--- src/design/opmr_pkg.sv ---
// ---------------------------------------------------------------------------
// opmr_pkg
// Shared widths, codes, weight tables and microcode types for the odd-parity
// monomial ranker.
// ---------------------------------------------------------------------------
`default_nettype none

package opmr_pkg;

  // field widths
  localparam int unsigned ExpW     = 6;
  localparam int unsigned IdxW     = 7;
  localparam int unsigned SumW     = 9;
  localparam int unsigned WeightW  = 16;
  localparam int unsigned PlaceW   = 23;
  localparam int unsigned StatusW  = 2;
  localparam int unsigned TabDepth = 64;

  // default degree limit
  localparam int unsigned MaxDegreeDef = 63;

  // status codes
  typedef enum logic [StatusW-1:0] {
    STATUS_OK     = 2'd0,
    STATUS_SUM    = 2'd1,
    STATUS_PARITY = 2'd2,
    STATUS_DEGREE = 2'd3
  } status_e;

  // weight tables psi3(j) = C(j+2,2) and psi4(j) = C(j+3,3)
  typedef logic [WeightW-1:0] weight_tab_t [TabDepth];

  function automatic weight_tab_t build_w3();
    weight_tab_t t;
    for (int unsigned j = 0; j < TabDepth; j++) begin
      t[j] = WeightW'((j + 1) * (j + 2) / 2);
    end
    return t;
  endfunction

  function automatic weight_tab_t build_w4();
    weight_tab_t t;
    for (int unsigned j = 0; j < TabDepth; j++) begin
      t[j] = WeightW'((j + 1) * (j + 2) * (j + 3) / 6);
    end
    return t;
  endfunction

  localparam weight_tab_t W3Tab = build_w3();
  localparam weight_tab_t W4Tab = build_w4();

  // microcode program
  localparam int unsigned NumSteps = 10;
  localparam int unsigned StepW    = 4;
  typedef logic [StepW-1:0] step_t;

  localparam step_t StepCheck  = 4'd0;
  localparam step_t StepE5     = 4'd1;
  localparam step_t StepOdd    = 4'd2;
  localparam step_t StepW3Init = 4'd3;
  localparam step_t StepW3     = 4'd4;
  localparam step_t StepW2Init = 4'd5;
  localparam step_t StepW2     = 4'd6;
  localparam step_t StepE1     = 4'd7;
  localparam step_t StepWait   = 4'd8;
  localparam step_t StepFinish = 4'd9;

  // jump conditions
  typedef enum logic [2:0] {
    COND_ALWAYS    = 3'd0,
    COND_ERROR     = 3'd1,
    COND_IDX_LT_M  = 3'd2,
    COND_IDX_LE_N4 = 3'd3,
    COND_IDX_LE_N3 = 3'd4,
    COND_OUT_BUSY  = 3'd5
  } cond_e;

  // multiplier operand a
  typedef enum logic [1:0] {
    A_ONE    = 2'd0,
    A_E5     = 2'd1,
    A_IDX_P1 = 2'd2
  } sel_a_e;

  // multiplier operand b
  typedef enum logic [2:0] {
    B_W4_N4  = 3'd0,
    B_W4_D_I = 3'd1,
    B_W3_I   = 3'd2,
    B_IDX_P1 = 3'd3,
    B_E1     = 3'd4
  } sel_b_e;

  // loop index update
  typedef enum logic [2:0] {
    IDX_HOLD = 3'd0,
    IDX_ONE  = 3'd1,
    IDX_N3P1 = 3'd2,
    IDX_N2P1 = 3'd3,
    IDX_INC1 = 3'd4,
    IDX_INC2 = 3'd5
  } idx_op_e;

  // one control word of the program
  typedef struct packed {
    cond_e   cond;
    step_t   jump;
    logic    acc_en;
    sel_a_e  sel_a;
    sel_b_e  sel_b;
    idx_op_e idx_op;
    logic    out_ld;
    logic    done;
  } ucode_t;

  // condition flags from the datapath
  typedef struct packed {
    logic err;
    logic idx_lt_m;
    logic idx_le_n4;
    logic idx_le_n3;
    logic out_busy;
  } flags_t;

  // gated actions to the datapath
  typedef struct packed {
    logic    acc_en;
    sel_a_e  sel_a;
    sel_b_e  sel_b;
    idx_op_e idx_op;
    logic    out_ld;
  } action_t;

endpackage

`default_nettype wire

--- src/design/opmr_in_if.sv ---
// ---------------------------------------------------------------------------
// opmr_in_if
// Input channel: one exponent vector and its claimed degree per word.
// ---------------------------------------------------------------------------
`default_nettype none

interface opmr_in_if;
  import opmr_pkg::*;

  logic            valid;
  logic            ready;
  logic [ExpW-1:0] exponent_0;
  logic [ExpW-1:0] exponent_1;
  logic [ExpW-1:0] exponent_2;
  logic [ExpW-1:0] exponent_3;
  logic [ExpW-1:0] exponent_4;
  logic [ExpW-1:0] exponent_5;
  logic [ExpW-1:0] degree;

  modport source (
    output valid, exponent_0, exponent_1, exponent_2, exponent_3,
           exponent_4, exponent_5, degree,
    input  ready
  );

  modport sink (
    input  valid, exponent_0, exponent_1, exponent_2, exponent_3,
           exponent_4, exponent_5, degree,
    output ready
  );
endinterface

`default_nettype wire

--- src/design/opmr_out_if.sv ---
// ---------------------------------------------------------------------------
// opmr_out_if
// Output channel: one rank and status per word.
// ---------------------------------------------------------------------------
`default_nettype none

interface opmr_out_if;
  import opmr_pkg::*;

  logic               valid;
  logic               ready;
  logic [PlaceW-1:0]  place;
  logic [StatusW-1:0] status;

  modport source (
    output valid, place, status,
    input  ready
  );

  modport sink (
    input  valid, place, status,
    output ready
  );
endinterface

`default_nettype wire

--- src/design/opmr_seq.sv ---
// ---------------------------------------------------------------------------
// opmr_seq
// Microcode sequencer: step counter, program rom and conditional jumps.
// ---------------------------------------------------------------------------
`default_nettype none

module opmr_seq (
  input  logic              clk_i,
  input  logic              rst_ni,
  input  logic              start_i,
  input  opmr_pkg::flags_t  flags_i,
  output opmr_pkg::action_t act_o,
  output logic              busy_o
);
  import opmr_pkg::*;

  // program: cond, jump, acc_en, sel_a, sel_b, idx_op, out_ld, done
  localparam ucode_t Ucode [NumSteps] = '{
    '{COND_ERROR,     StepWait,  1'b0, A_ONE,    B_E1,     IDX_HOLD, 1'b0, 1'b0},
    '{COND_ALWAYS,    StepCheck, 1'b1, A_E5,     B_W4_N4,  IDX_ONE,  1'b0, 1'b0},
    '{COND_IDX_LT_M,  StepOdd,   1'b1, A_IDX_P1, B_W4_D_I, IDX_INC2, 1'b0, 1'b0},
    '{COND_ALWAYS,    StepCheck, 1'b0, A_ONE,    B_E1,     IDX_N3P1, 1'b0, 1'b0},
    '{COND_IDX_LE_N4, StepW3,    1'b1, A_ONE,    B_W3_I,   IDX_INC1, 1'b0, 1'b0},
    '{COND_ALWAYS,    StepCheck, 1'b0, A_ONE,    B_E1,     IDX_N2P1, 1'b0, 1'b0},
    '{COND_IDX_LE_N3, StepW2,    1'b1, A_ONE,    B_IDX_P1, IDX_INC1, 1'b0, 1'b0},
    '{COND_ALWAYS,    StepCheck, 1'b1, A_ONE,    B_E1,     IDX_HOLD, 1'b0, 1'b0},
    '{COND_OUT_BUSY,  StepWait,  1'b0, A_ONE,    B_E1,     IDX_HOLD, 1'b0, 1'b0},
    '{COND_ALWAYS,    StepCheck, 1'b0, A_ONE,    B_E1,     IDX_HOLD, 1'b1, 1'b1}
  };

  step_t  pc_q, pc_d;
  logic   busy_q, busy_d;
  ucode_t word;
  logic   cond_true;
  logic   taken;
  logic   exec;

  assign word = Ucode[pc_q];

  // condition select
  always_comb begin
    unique case (word.cond)
      COND_ALWAYS:    cond_true = 1'b1;
      COND_ERROR:     cond_true = flags_i.err;
      COND_IDX_LT_M:  cond_true = flags_i.idx_lt_m;
      COND_IDX_LE_N4: cond_true = flags_i.idx_le_n4;
      COND_IDX_LE_N3: cond_true = flags_i.idx_le_n3;
      COND_OUT_BUSY:  cond_true = flags_i.out_busy;
      default:        cond_true = 1'b0;
    endcase
  end

  // loop bodies run only while their condition holds
  assign taken = (word.cond != COND_ALWAYS) && cond_true;
  assign exec  = busy_q && cond_true;

  // gated actions
  always_comb begin
    act_o.acc_en = exec & word.acc_en;
    act_o.sel_a  = word.sel_a;
    act_o.sel_b  = word.sel_b;
    act_o.idx_op = exec ? word.idx_op : IDX_HOLD;
    act_o.out_ld = exec & word.out_ld;
  end

  // step counter
  always_comb begin
    pc_d   = pc_q;
    busy_d = busy_q;
    if (start_i) begin
      pc_d   = StepCheck;
      busy_d = 1'b1;
    end else if (busy_q) begin
      if (exec && word.done) begin
        pc_d   = StepCheck;
        busy_d = 1'b0;
      end else if (taken) begin
        pc_d = word.jump;
      end else begin
        pc_d = pc_q + step_t'(1);
      end
    end
  end

  always_ff @(posedge clk_i or negedge rst_ni) begin
    if (!rst_ni) begin
      pc_q   <= StepCheck;
      busy_q <= 1'b0;
    end else begin
      pc_q   <= pc_d;
      busy_q <= busy_d;
    end
  end

  assign busy_o = busy_q;

endmodule

`default_nettype wire

--- src/design/odd_parity_monomial_rank_top.sv ---
// ---------------------------------------------------------------------------
// odd_parity_monomial_rank_top
// Ranks a six-variable monomial among those of its degree with odd e4+e5.
// ---------------------------------------------------------------------------
//
// channel  direction  handshake        payload
// in_i     input      valid / ready    exponent_0..exponent_5, degree
// out_o    output     valid / ready    place, status
// cfg      input      cfg_we_i         cfg_wdata_i (max_degree)
//
// one word at a time; the shared multiply-add steps through the program loops
// for each word. a flagged word skips the loops and goes from the check step
// straight to the wait step. reset clears the sequencer, the output valid
// and sets max_degree to 63. a stalled output holds the sequencer in its wait
// step; a new word is taken as soon as the previous one sits in the output.
// ---------------------------------------------------------------------------
`default_nettype none

module odd_parity_monomial_rank_top #(
  parameter int unsigned MAX_DEGREE = opmr_pkg::MaxDegreeDef
) (
  input  logic                      clk_i,
  input  logic                      rst_ni,
  opmr_in_if.sink                   in_i,
  opmr_out_if.source                out_o,
  input  logic                      cfg_we_i,
  input  logic [opmr_pkg::ExpW-1:0] cfg_wdata_i
);
  import opmr_pkg::*;

  logic [ExpW-1:0]    max_degree_q;
  logic [ExpW-1:0]    e0_q, e1_q, e2_q, e3_q, e4_q, e5_q, deg_q;
  logic [IdxW-1:0]    idx_q, idx_d;
  logic [PlaceW-1:0]  acc_q, acc_d;
  logic               out_valid_q;
  logic [PlaceW-1:0]  place_q;
  logic [StatusW-1:0] status_q;

  logic               start;
  logic               busy;
  flags_t             flags;
  action_t            act;

  logic [SumW-1:0]    sum;
  logic [IdxW-1:0]    m;
  logic [ExpW-1:0]    lim;
  logic [ExpW-1:0]    n4, n3, n2;
  logic [IdxW-1:0]    idx_p1;
  logic [ExpW-1:0]    d_minus_i;
  status_e            status_w;
  logic [IdxW-1:0]    mul_a;
  logic [WeightW-1:0] mul_b;
  logic [PlaceW-1:0]  prod;

  // sequencer
  assign start      = in_i.valid && in_i.ready;
  assign in_i.ready = !busy;

  opmr_seq u_seq (
    .clk_i   (clk_i),
    .rst_ni  (rst_ni),
    .start_i (start),
    .flags_i (flags),
    .act_o   (act),
    .busy_o  (busy)
  );

  // configuration register
  always_ff @(posedge clk_i or negedge rst_ni) begin
    if (!rst_ni) begin
      max_degree_q <= ExpW'(MaxDegreeDef);
    end else if (cfg_we_i) begin
      max_degree_q <= cfg_wdata_i;
    end
  end

  // input capture
  always_ff @(posedge clk_i) begin
    if (start) begin
      e0_q  <= in_i.exponent_0;
      e1_q  <= in_i.exponent_1;
      e2_q  <= in_i.exponent_2;
      e3_q  <= in_i.exponent_3;
      e4_q  <= in_i.exponent_4;
      e5_q  <= in_i.exponent_5;
      deg_q <= in_i.degree;
    end
  end

  // checks and partial degrees
  assign sum = SumW'(e0_q) + SumW'(e1_q) + SumW'(e2_q) + SumW'(e3_q)
             + SumW'(e4_q) + SumW'(e5_q);
  assign m   = IdxW'(e4_q) + IdxW'(e5_q);
  assign lim = (max_degree_q < ExpW'(MAX_DEGREE)) ? max_degree_q : ExpW'(MAX_DEGREE);
  assign n4  = deg_q - m[ExpW-1:0];
  assign n3  = n4 - e3_q;
  assign n2  = n3 - e2_q;

  always_comb begin
    if (sum != SumW'(deg_q)) begin
      status_w = STATUS_SUM;
    end else if (!m[0]) begin
      status_w = STATUS_PARITY;
    end else if (deg_q > lim) begin
      status_w = STATUS_DEGREE;
    end else begin
      status_w = STATUS_OK;
    end
  end

  // loop flags
  assign idx_p1    = idx_q + IdxW'(1);
  assign d_minus_i = deg_q - idx_q[ExpW-1:0];

  always_comb begin
    flags.err       = (status_w != STATUS_OK);
    flags.idx_lt_m  = (idx_q < m);
    flags.idx_le_n4 = (idx_q <= IdxW'(n4));
    flags.idx_le_n3 = (idx_q <= IdxW'(n3));
    flags.out_busy  = out_valid_q && !out_o.ready;
  end

  // operand select
  always_comb begin
    case (act.sel_a)
      A_E5:     mul_a = IdxW'(e5_q);
      A_IDX_P1: mul_a = idx_p1;
      default:  mul_a = IdxW'(1);
    endcase
    case (act.sel_b)
      B_W4_N4:  mul_b = W4Tab[n4];
      B_W4_D_I: mul_b = W4Tab[d_minus_i];
      B_W3_I:   mul_b = W3Tab[idx_q[ExpW-1:0]];
      B_IDX_P1: mul_b = WeightW'(idx_p1);
      default:  mul_b = WeightW'(e1_q);
    endcase
  end

  // shared multiply-add
  assign prod = PlaceW'(mul_a) * PlaceW'(mul_b);

  always_comb begin
    acc_d = acc_q;
    if (start) begin
      acc_d = '0;
    end else if (act.acc_en) begin
      acc_d = acc_q + prod;
    end
  end

  // loop index
  always_comb begin
    case (act.idx_op)
      IDX_ONE:  idx_d = IdxW'(1);
      IDX_N3P1: idx_d = IdxW'(n3) + IdxW'(1);
      IDX_N2P1: idx_d = IdxW'(n2) + IdxW'(1);
      IDX_INC1: idx_d = idx_q + IdxW'(1);
      IDX_INC2: idx_d = idx_q + IdxW'(2);
      default:  idx_d = idx_q;
    endcase
  end

  always_ff @(posedge clk_i) begin
    acc_q <= acc_d;
    idx_q <= idx_d;
  end

  // output register
  always_ff @(posedge clk_i or negedge rst_ni) begin
    if (!rst_ni) begin
      out_valid_q <= 1'b0;
    end else if (act.out_ld) begin
      out_valid_q <= 1'b1;
    end else if (out_o.ready) begin
      out_valid_q <= 1'b0;
    end
  end

  always_ff @(posedge clk_i) begin
    if (act.out_ld) begin
      place_q  <= acc_q;
      status_q <= status_w;
    end
  end

  assign out_o.valid  = out_valid_q;
  assign out_o.place  = place_q;
  assign out_o.status = status_q;

`ifndef SYNTHESIS
  // flagged words carry a zero rank
  a_place_zero_on_error: assert property (@(posedge clk_i) disable iff (!rst_ni)
    (out_o.valid && (out_o.status != STATUS_OK)) |-> (out_o.place == '0))
    else $error("nonzero place with error status");

  // no second word while one is in flight
  a_busy_after_accept: assert property (@(posedge clk_i) disable iff (!rst_ni)
    start |=> !in_i.ready)
    else $error("input ready right after accept");

  // the output register is free when loaded
  a_load_into_free: assert property (@(posedge clk_i) disable iff (!rst_ni)
    act.out_ld |-> !out_valid_q)
    else $error("result overwrites a pending word");

  // psi3 table index stays in range inside its loop
  a_w3_index_range: assert property (@(posedge clk_i) disable iff (!rst_ni)
    (act.acc_en && (act.sel_b == B_W3_I)) |-> !idx_q[IdxW-1])
    else $error("psi3 index out of range");
`endif

endmodule

`default_nettype wire

--- src/flat_wrapper.sv ---
// flat-port wrapper written by rule: the top's interface ports become plain ports
module odd_parity_monomial_rank_top_flat import opmr_pkg::*;
#(
  parameter int unsigned MAX_DEGREE = opmr_pkg::MaxDegreeDef
)
  (clk_i, rst_ni, cfg_we_i, cfg_wdata_i, in_i_valid, in_i_exponent_0, in_i_exponent_1, in_i_exponent_2, in_i_exponent_3, in_i_exponent_4, in_i_exponent_5, in_i_degree, in_i_ready, out_o_valid, out_o_place, out_o_status, out_o_ready);
  opmr_in_if in_i_i ();
  opmr_out_if out_o_i ();
  input  logic clk_i;
  input  logic rst_ni;
  input  logic cfg_we_i;
  input  logic [opmr_pkg::ExpW-1:0] cfg_wdata_i;
  input wire logic [$bits(in_i_i.valid)-1:0] in_i_valid;
  input wire logic [$bits(in_i_i.exponent_0)-1:0] in_i_exponent_0;
  input wire logic [$bits(in_i_i.exponent_1)-1:0] in_i_exponent_1;
  input wire logic [$bits(in_i_i.exponent_2)-1:0] in_i_exponent_2;
  input wire logic [$bits(in_i_i.exponent_3)-1:0] in_i_exponent_3;
  input wire logic [$bits(in_i_i.exponent_4)-1:0] in_i_exponent_4;
  input wire logic [$bits(in_i_i.exponent_5)-1:0] in_i_exponent_5;
  input wire logic [$bits(in_i_i.degree)-1:0] in_i_degree;
  output wire logic [$bits(in_i_i.ready)-1:0] in_i_ready;
  output wire logic [$bits(out_o_i.valid)-1:0] out_o_valid;
  output wire logic [$bits(out_o_i.place)-1:0] out_o_place;
  output wire logic [$bits(out_o_i.status)-1:0] out_o_status;
  input wire logic [$bits(out_o_i.ready)-1:0] out_o_ready;
  assign in_i_i.valid = in_i_valid;
  assign in_i_i.exponent_0 = in_i_exponent_0;
  assign in_i_i.exponent_1 = in_i_exponent_1;
  assign in_i_i.exponent_2 = in_i_exponent_2;
  assign in_i_i.exponent_3 = in_i_exponent_3;
  assign in_i_i.exponent_4 = in_i_exponent_4;
  assign in_i_i.exponent_5 = in_i_exponent_5;
  assign in_i_i.degree = in_i_degree;
  assign in_i_ready = in_i_i.ready;
  assign out_o_valid = out_o_i.valid;
  assign out_o_place = out_o_i.place;
  assign out_o_status = out_o_i.status;
  assign out_o_i.ready = out_o_ready;
  odd_parity_monomial_rank_top #(.MAX_DEGREE(MAX_DEGREE)) u_core (.clk_i(clk_i), .rst_ni(rst_ni), .in_i(in_i_i), .out_o(out_o_i), .cfg_we_i(cfg_we_i), .cfg_wdata_i(cfg_wdata_i));
endmodule
--- config.mk ---
export PLATFORM = sky130hd
export DESIGN_NAME = odd_parity_monomial_rank_top_flat
export DESIGN_NICKNAME = d
export VERILOG_FILES = /design/src/design/opmr_pkg.sv /design/src/design/opmr_in_if.sv /design/src/design/opmr_out_if.sv /design/src/design/opmr_seq.sv /design/src/design/odd_parity_monomial_rank_top.sv /design/src/flat_wrapper.sv
export SDC_FILE = /design/constraint.sdc
export NUM_CORES = 1
export LEC_CHECK = 0
export BUFFER_PORTS_ARGS = -buffer_cell sky130_fd_sc_hd__buf_4
export CAP_MARGIN = 20
export CORE_ASPECT_RATIO = 1.1
export CORE_MARGIN = 2
export CORE_UTILIZATION = 50
export DETAILED_ROUTE_END_ITERATION = 8
export MAX_ROUTING_LAYER = met4
export PLACE_DENSITY = 0.69
export SYNTH_ARGS = -nofsm -noshare
export SYNTH_HDL_FRONTEND = slang
export SYNTH_SLANG_ARGS = --single-unit
export TNS_END_PERCENT = 5
--- constraint.sdc ---
create_clock -name clk_i -period 10.64 [get_ports clk_i]
set_input_delay 2.128 -clock clk_i [delete_from_list [all_inputs] [get_ports clk_i]]
set_output_delay 2.128 -clock clk_i [all_outputs]
set_load 0.02 [all_outputs]
-- After elaboration in Yosys (flattened, before gate mapping)
Memories as Yosys holds them, arrays and structs flattened.
Index checks and enable logic that the tools add are counted.
- memories kept: 4
- bits in registers: 109
- bits of input ports: 53
- ROM bits: 3360
- output and inout port bits: 27
- equal/unequal tests: 16
- $lt $le $gt $ge: 9
- add/subtract/negate cells: 16
- bitwise logic cells: 6
- muxes and demuxes: 26
- $mul: 1
- reduce and logical (&&, ||, !) cells: 14
- memory list (name ; words ; width ; rd ports ; clocked after Yosys merged registers in ; wr ports ; line ; RTL):
    (no name shown) ; 64 ; 16 ; 1 ; 0 ; 0 ; odd_parity_monomial_rank_top.sv:131 ; B_W4_N4: mul_b = W4Tab[n4];
    (no name shown) ; 64 ; 16 ; 1 ; 0 ; 0 ; odd_parity_monomial_rank_top.sv:132 ; B_W4_D_I: mul_b = W4Tab[d_minus_i];
    (no name shown) ; 64 ; 16 ; 1 ; 0 ; 0 ; odd_parity_monomial_rank_top.sv:133 ; B_W3_I: mul_b = W3Tab[idx_q[ExpW-1:0]];
    (no name shown) ; 16 ; 18 ; 1 ; 0 ; 0 ; opmr_seq.sv:38 ; assign word = Ucode[pc_q];
- operator list (cell ; number):
    $mux W16 ; 6
    $pmux W16 S4 ; 1
    $add A9 B6 Y9 ; 4
    $mux W18 ; 2
    $pmux W7 S5 ; 1
    $sub A6 B6 Y6 ; 4
    $add A23 B23 Y23 ; 1
    $mul A7 B16 Y23 ; 1
    $ge A7 B7 Y1 const B ; 3
    $not A6 Y7 ; 3
    $eq A3 B2 Y1 const B ; 6
    $mux W4 ; 4
    $add A6 B1 Y7 const B ; 2
    $add A6 B6 Y7 ; 2
    $le A7 B6 Y1 ; 2
    $pmux W7 S2 ; 1
    $eq A3 B3 Y1 const B ; 4
    $eq A3 B1 Y1 const B ; 3
    $ne A9 B6 Y1 ; 1
    $add A7 B1 Y7 const B ; 1
    $add A7 B2 Y7 const B ; 1
    $lt A7 B7 Y1 ; 1
    $gt A6 B6 Y1 ; 1
    $logic_not A3 Y1 ; 2
    other kinds (17) ; 31

-- Longest topological paths before layout
Gate-level depths: netlist of run 1.
- word-level depth: 14
- depth in mapped cells: 37
- depth with buffers taken out: 36

-- Cells and area by module
A second synthesis of run 1 with hierarchy kept.
- cells, all modules: 1598
- area, all modules: 14112.3 µm²
- modules (own cells, without submodules) (module ; cells each ; sequential area each (µm²) ; times used ; area each (µm²)):
    odd_parity_monomial_rank_top ; 1530 ; 2865.2 ; 1 ; 13543.0
    opmr_seq ; 68 ; 125.1 ; 1 ; 569.3

-- Worst setup path before layout of run 1
No wires, ideal clock.
- path type: register to register
- start: reg u_core.e5_q[0]
- end: reg u_core.acc_q[22]
- arrival time: 8.169 ns
- stages on the path, launching flop included: 34
- data required time: 10.512 ns
- clock period less this slack: 8.296 ns
- buffers on the path: 2
- library setup time: 0.128 ns
- path slack: 2.344 ns
- path through: edfxtp_1 -> ha_1 -> inv_1 -> fa_1 -> inv_1 -> fa_1 -> clkbuf_1 -> inv_1 -> ha_1 -> buf_1 -> nor2_1 -> o21ai_0 -> o31a_1 -> mux4_1 -> a21oi_1 -> nand2b_1 -> fa_1 -> inv_1 -> fa_1 -> fa_1 -> inv_1 -> fa_1 -> inv_1 -> ha_1 -> or3_1 -> o221a_2 -> a211o_1 -> a21oi_1 -> o21ai_0 -> nand4_1 -> a31oi_1 -> nor4_1 -> xnor2_1 -> nor2_1
- longest elaborated chain between the ends: 9
- elaborated cells between the ends (all ways): 22
- classes of those cells: add/sub (5); mul (1); order compare (3); eq/ne (1); mux (7); bitwise (2); reduce/logical (2); memory (1)
- RTL lines (item ; line ; RTL):
    start, declared ; odd_parity_monomial_rank_top.sv:32 ; logic [ExpW-1:0] e0_q, e1_q, e2_q, e3_q, e4_q, e5_q, deg_q;
    start signal, assigned ; odd_parity_monomial_rank_top.sv:85 ; e5_q <= in_i.exponent_5;
    $add A6 B6 Y7 ; odd_parity_monomial_rank_top.sv:93 ; assign m = IdxW'(e4_q) + IdxW'(e5_q);
    $sub A6 B6 Y6 ; odd_parity_monomial_rank_top.sv:95 ; assign n4 = deg_q - m[ExpW-1:0];
    $not A6 Y7 (implied by the code) ; odd_parity_monomial_rank_top.sv:131 ;
    $mem_v2 Z64 W16 ; n/a ;
    $mux W16 (implied by the code) (2 in a row) ; odd_parity_monomial_rank_top.sv:131 ;
    $pmux W16 S4 ; odd_parity_monomial_rank_top.sv:130 ; case (act.sel_b)
    $mul A7 B16 Y23 ; odd_parity_monomial_rank_top.sv:140 ; assign prod = PlaceW'(mul_a) * PlaceW'(mul_b);
    $add A23 B23 Y23 ; odd_parity_monomial_rank_top.sv:147 ; acc_d = acc_q + prod;
    end signal, assigned ; odd_parity_monomial_rank_top.sv:164 ; acc_q <= acc_d;
    end, declared ; odd_parity_monomial_rank_top.sv:34 ; logic [PlaceW-1:0] acc_q, acc_d;
Several ways; a longest one is shown, not always the timed one. The select of a mux whose other input is x is not followed.
A chain may end at the register's enable or synchronous reset.

-- Worst setup path after layout of run 1
Ends and elaborated chain as after synthesis.

==> results of run 1 <==
## metal layers
metal	GRT usage [%]	vias up	wire (µm)	part of all wire, %
li1	-	5832	-	-
met1	40.9	6017	17800	44
met2	44.6	537	18800	46
met3	4.17	62	3260	8.0
met4	8.28	0	922	2.3
met5	-	-	0	0
## worst min-delay path by stage
stage | from | endpoint | depth (start not counted)
after floorplan | u_core.acc_q[21] | u_core.out_o.place[21] | 0
after global placement | u_core.acc_q[21] | u_core.out_o.place[21] | 0
after detailed placement | u_core.acc_q[21] | u_core.out_o.place[21] | 0
after CTS | u_core.acc_q[21] | u_core.out_o.place[21] | 0
after global routing | u_core.acc_q[21] | u_core.out_o.place[21] | 0
final | u_core.acc_q[21] | u_core.out_o.place[21] | 0
## layout make-up
cell class	instances	area share, %
multi-input cells	1269	65.1
flip-flops and latches	109	19.5
repair buffers	108	5.28
inverters	214	5.23
well taps	363	2.96
clock buffers	12	1.74
clock inverters	4	0.236
## critical path, delay by kind of cell (launching register included)
family | cells | cell delay, ps
compound gates | 8 | 1970
fa+ha+maj | 9 | 4220
mux | 1 | 520
buf+inv | 6 | 740
flops | 1 | 400
xor+xnor | 1 | 160
simple gates | 6 | 1340
## placed cells by master (no fill, tap or decap), types with 41 or more instances in the layout
| cell type | n |
|---|---|
| ha_1 | 141 |
| nand2_1 | 153 |
| inv_1 | 213 |
| buf_4 | 108 |
| edfxtp_1 | 74 |
| a21oi_1 | 110 |
| nor2_1 | 170 |
| o21ai_0 | 91 |
| fa_1 | 114 |
| xnor2_1 | 41 |
## logic make-up after synthesis
family | share of synthesized area [%]
and+or+nand+nor | 16.7
AOI/OAI and AO/OA | 18.9
xor gates and xnor gates | 4.52
adders and majority gates | 28.9
muxes | 1.79
DFF | 21.2
buffers and inverters | 7.99
## per-stage QoR
step,utilization [%],cells,area [µm²],setup slack (ps)
finish,55.3,2079,15400,1130
floorplan,-,1675,14100,2340
global route,55.3,2079,15400,698
CTS,55.3,2079,15400,1270
detailed placement,54.2,2063,15100,1370
global placement,54.2,2063,15100,1430
==> results list, run 1 <==
* Outcome: complete, no violations
- Worst Clk Skew: 16.4 ps
- The slowest stage of the critical path belongs to the cell fa_1.
- Commonest cells in the netlist: inv_1, nor2_1, nand2_1
- Register area: roughly 3000 µm²
- Number of DRC markers after the initial detailed-route iteration: 1268
- Final hold analysis gives a worst-case slack of about 440 ps.
- Of the post-synthesis cell area, the dominant cell type holds around 16%.
- Setup repair after global routing missed its margin: no
- The most critical setup path has its endpoint at u_core.acc_q[22].
* Type of element launching the critical path: flop
- Filler cell count: 2578
- Count of synthesis-stage warnings from yosys: 0
- Cells with a size suffix above 1 make up a little over 9% of the layout.
- In this run the worst path has a maximum fanout of 15.
- Tightest Pin Transition: around 1200 ps
- After clock tree synthesis, the setup repair step added 0 buffers.
- Entering global routing, the biggest net connects 67 pins.
- The number of antenna violations at the first check in global routing came to 0.
* Critical setup path kind: flop to flop
- Slowest Stage Delay on Critical Path: between 900 and 1000 ps
- The count of pins over their slew limit was 0.
- Count of antenna-violating nets left after detailed routing: 0
* Reg2reg path depth: 31
- The synthesized design contains approximately 110 register bits.
- First drt pass iteration count: 5
* Max H-tree Level: 3
- In this run the cell area of the synthesized design comes to between 10000 and 15000 µm².
- Die area: about 30000 µm²
- Worst endpoint required time: between 10000 and 15000 ps
- Critical Path Start: u_core.e5_q[0]
* Worst Setup End Kind: flop
* Vias in the first global route: roughly 12000
* Largest area contributor in the synthesized netlist: fa_1
- STA puts the critical path data arrival time at slightly below 10000 ps.
- The routed layout has 12400 vias.
* Total Routing Usage GR: 29.3%
* Max Cap Viol: 0
- After clock tree synthesis, the clock-pin slew on the worst setup and hold paths is ~70 ps.
- Area contributors post-synth: fa_1, edfxtp_1, ha_1
* Setup violations, final: 0
* Number of enable-type register cells in the synthesized netlist: 74
- First-pass GRT wire length: about 66000 µm
* Starting Density: around half
* Reg-to-reg critical path endpoint: u_core.acc_q[22]
* Clock root cell: clkbuf_16
* Global route overflow: 0
* Placer congestion estimate: 1.00
* Die height: 180 µm
- R2R Path Start: u_core.e5_q[0]
- Number of input and output port buffers inserted: 79
- CTS Buffer Depth: 2
- 80 I/O pins were placed.
- The routed design could run at a clock period as short as about 9500 ps.
* Number of hold buffers added after CTS: 0
- The number of gates resized after CTS was 0.
* Number of inserted diodes: 0
- Slack of the worst reg-to-reg path: 1130 ps
- Final routed wire length divided by cell count: just under 20 µm
- Predominant post-synthesis flop cell: edfxtp_1
* Clk_lat worst skew: 380 ps
- Wirelength, routed: between 40000 and 50000 µm
- Post-route fraction of the period consumed by the critical path: about 89%
- Core area: 27800 µm²
- Summed over all failing endpoints, the final setup total negative slack is 0 ps.
- In the synthesized netlist the async set-or-reset flop fraction comes to between 10 and 15%.
* Drt drc: 0
- Mean number of vias per cell: around 6.0
- The worst pin sits at a relative slew slack of between 20% and 30%.
- Cell with the most instances after synthesis: inv_1
* Post-synth net total: 1983
* F_max: roughly 110 MHz
- Share of synthesized area occupied by flip-flops and latches: a little over a fifth
- Clock tree synthesis inserted a total of 9 buffers.
- Synthesis instantiated between 80 and 90 different standard cells from the library.
- The total count of hold-check failures in the final report is 0.
- TritonCTS built the clock tree.
- After the last flow step, the layout net total stands at between 2000 and 2500.
- Number of placement rows: between 60 and 70
- HP Class: flop to flop
- CTS sink count: 109
* Post-synthesis cell count: 1675
- The multi-input combinational cells in the finished layout cover a total of 10000 µm².
* Mapped Avg Cell Area: about 8.4 µm²
- Hpwl dp: 31500 µm
- Area delta synth->final: 9.07%
- Measured along the x axis, the die boundary spans around 160 µm.
Power of run 1 is not shown: default switching activity piles up to over one toggle a cycle in this logic, so the estimate is an artifact.
==> run 2: changes to the inputs <==
--- a/config.mk
+++ b/config.mk
@@ -11,7 +11,6 @@
 export CORE_MARGIN = 2
 export CORE_UTILIZATION = 50
 export DETAILED_ROUTE_END_ITERATION = 8
-export MAX_ROUTING_LAYER = met4
 export PLACE_DENSITY = 0.69
 export SYNTH_ARGS = -nofsm -noshare
 export SYNTH_HDL_FRONTEND = slang
==> results list, run 2 (synthesized netlist as in run 1, its figures left out) <==
- The clock arrives with about 23 ps of skew.
- HP Class: flop to flop
- The final route contains around 12000 vias.
- Master of the slowest instance on the critical path: o311ai_0
- Die height: about 180 µm
- Worst path most repeated cell: inv_1
- Hold_ws: ~440 ps
- Reg clk slew, reported paths: around 80 ps
* Tightest Pin Transition: 908 ps
- Worst hold path cell count: 0
- Hpwl dp: about 31000 µm
- Clock root cell: clkbuf_16
- Post CTS Setup Buffer Count: 0
- After floorplanning, the core was sized to cover ~28000 µm².
- Minimum period implied by the final worst setup slack: 9250 ps
- Setup total negative slack on the finished layout was measured at 0 ps.
* Reg2reg path depth: 34
* Outcome: complete, no violations
- At the worst endpoint, the required time is ~11000 ps.
* Vias in the first global route: 12200
* Worst setup margin: ~1400 ps
- Fraction of layout instances using a drive strength above 1: roughly a tenth
- The count of buffers added on input and output ports is slightly below 80.
- Count of antenna-violating nets left after detailed routing: 0
- The number of antenna diodes in the final layout is 0.
- For this configuration, the core starts out at a cell density of 50.7%.
- Prior to clock tree synthesis, the placed netlist has a worst setup slack of ~1500 ps.
- Timing would allow up to ~110 MHz.
- Type of element launching the critical path: flop
* Number of max-slew violations in the final report: 0
* TritonCTS clock tree: done
- Clk_lat worst skew: around 380 ps
- Dividing the final minimum period by the clock period gives ~87%.
* Placer congestion estimate: roughly 0.96
* Slowest Stage Delay on Critical Path: between 600 and 700 ps
- In the global route stage, overall resource usage came out at between 20 and 30%.
- The die covers ~30000 µm².
- First-pass GRT wire length: roughly 67000 µm
- For this design, the sink count on the clock tree is between 100 and 150.
- Largest net degree at the start of global routing: 62
* Final design utilization: a little under three fifths
- The worst setup path is of the flop to flop kind.
- In this run the tightest slew margin relative to its limit is between 30% and 40%.
* Chip width: 164 µm
- CTS Buffer Depth: 2
- Number of hold buffers added after CTS: 0
* NumNets Final: approximately 2000
* CTS Buf Count: 9
- In this run, the number of DRC markers left after iteration 0 of detailed routing was 1313.
* Number of antenna violations at the first check in global routing: 0
- Dividing the detail-routed wire length by the instance count gives approximately 19 µm.
* Area delta synth->final: 9.19%
- Setup violations, final: 0
- Most common cell after layout, fill and taps aside: inv_1
- Commonest cells after routing, fill and taps aside: inv_1, nor2_1, nand2_1
- Filler cell count: 2556
- For this block, the routed nets add up to about 40000 µm of wire.
- During I/O placement, the number of pins put on the boundary was 80.
- Drt drc: 0
- Dividing the detail-routed via count by the number of cells gives roughly 6.0.
* CTS resizes: 0
- In this run the number of H-tree levels came out at 3.
* Number of placement rows: 64
- Setup repair after global routing missed its margin: no
- Max Cap Viol: 0
- For this run the aggregate overflow at the end of global routing stands at 0.
- Final hold viol count: 0
- Worst Setup End Kind: flop
- Data on the critical path arrives at its endpoint at roughly 9500 ps.
- The first detailed-routing pass ran for 6 iterations.
- Peak fanout along the critical path: 23
==> run 2: path summary, 6_finish.rpt <==
path	startpoint	end	slack [ps]
setup reg to reg	u_core.e5_q[0]	u_core.acc_q[22]	1390
max in group asynchronous	rst_ni	u_core.max_degree_q[1]	8800
setup / recovery	u_core.e5_q[0]	u_core.acc_q[22]	1390
hold reg to reg	u_core.acc_q[21]	u_core.out_o.place[21]	440
min in group asynchronous	rst_ni	u_core.u_seq.pc_q[3]	1580
hold / removal	u_core.acc_q[21]	u_core.out_o.place[21]	440
==> run 2: final cells by class <==
cell class	count	area [µm²]	share of cell area, %
Multi-Input combinational cell	1269	10000	65.0
Sequential cell	109	2990	19.4
Timing Repair Buffer	112	841	5.47
Inverter	214	803	5.22
Tap cell	363	454	2.95
Clock buffer	9	225	1.46
Clock inverter	7	65.1	0.423
==> run 2: stage by stage <==
step                      instance area (µm²)  cells
after CTS                               15400   2083
after global placement                  15100   2067
after floorplan                         14100   1675
after global routing                    15400   2083
after detailed placement                15100   2067
final                                   15400   2083
==> run 2: critical path: cells and delay by family (launching register included) <==
family                   cells  cell delay [ps]
XOR/XNOR                     2              300
AND/OR/NAND/NOR              5             1040
buffers and inverters        9             1070
AO/OA/AOI/OAI                9             2700
adder cells (fa/ha/maj)      9             3550
flip-flops                   1              430
==> run 2: routing by layer <==
metal	routed length [µm]	part of all wire (%)	global-route usage, %
met5	0	0	0
met1	17700	44	41.3
met2	19000	47	45.6
met4	674	1.7	6.42
met3	3200	7.9	4.60
Power of run 2 is left out for the same reason.
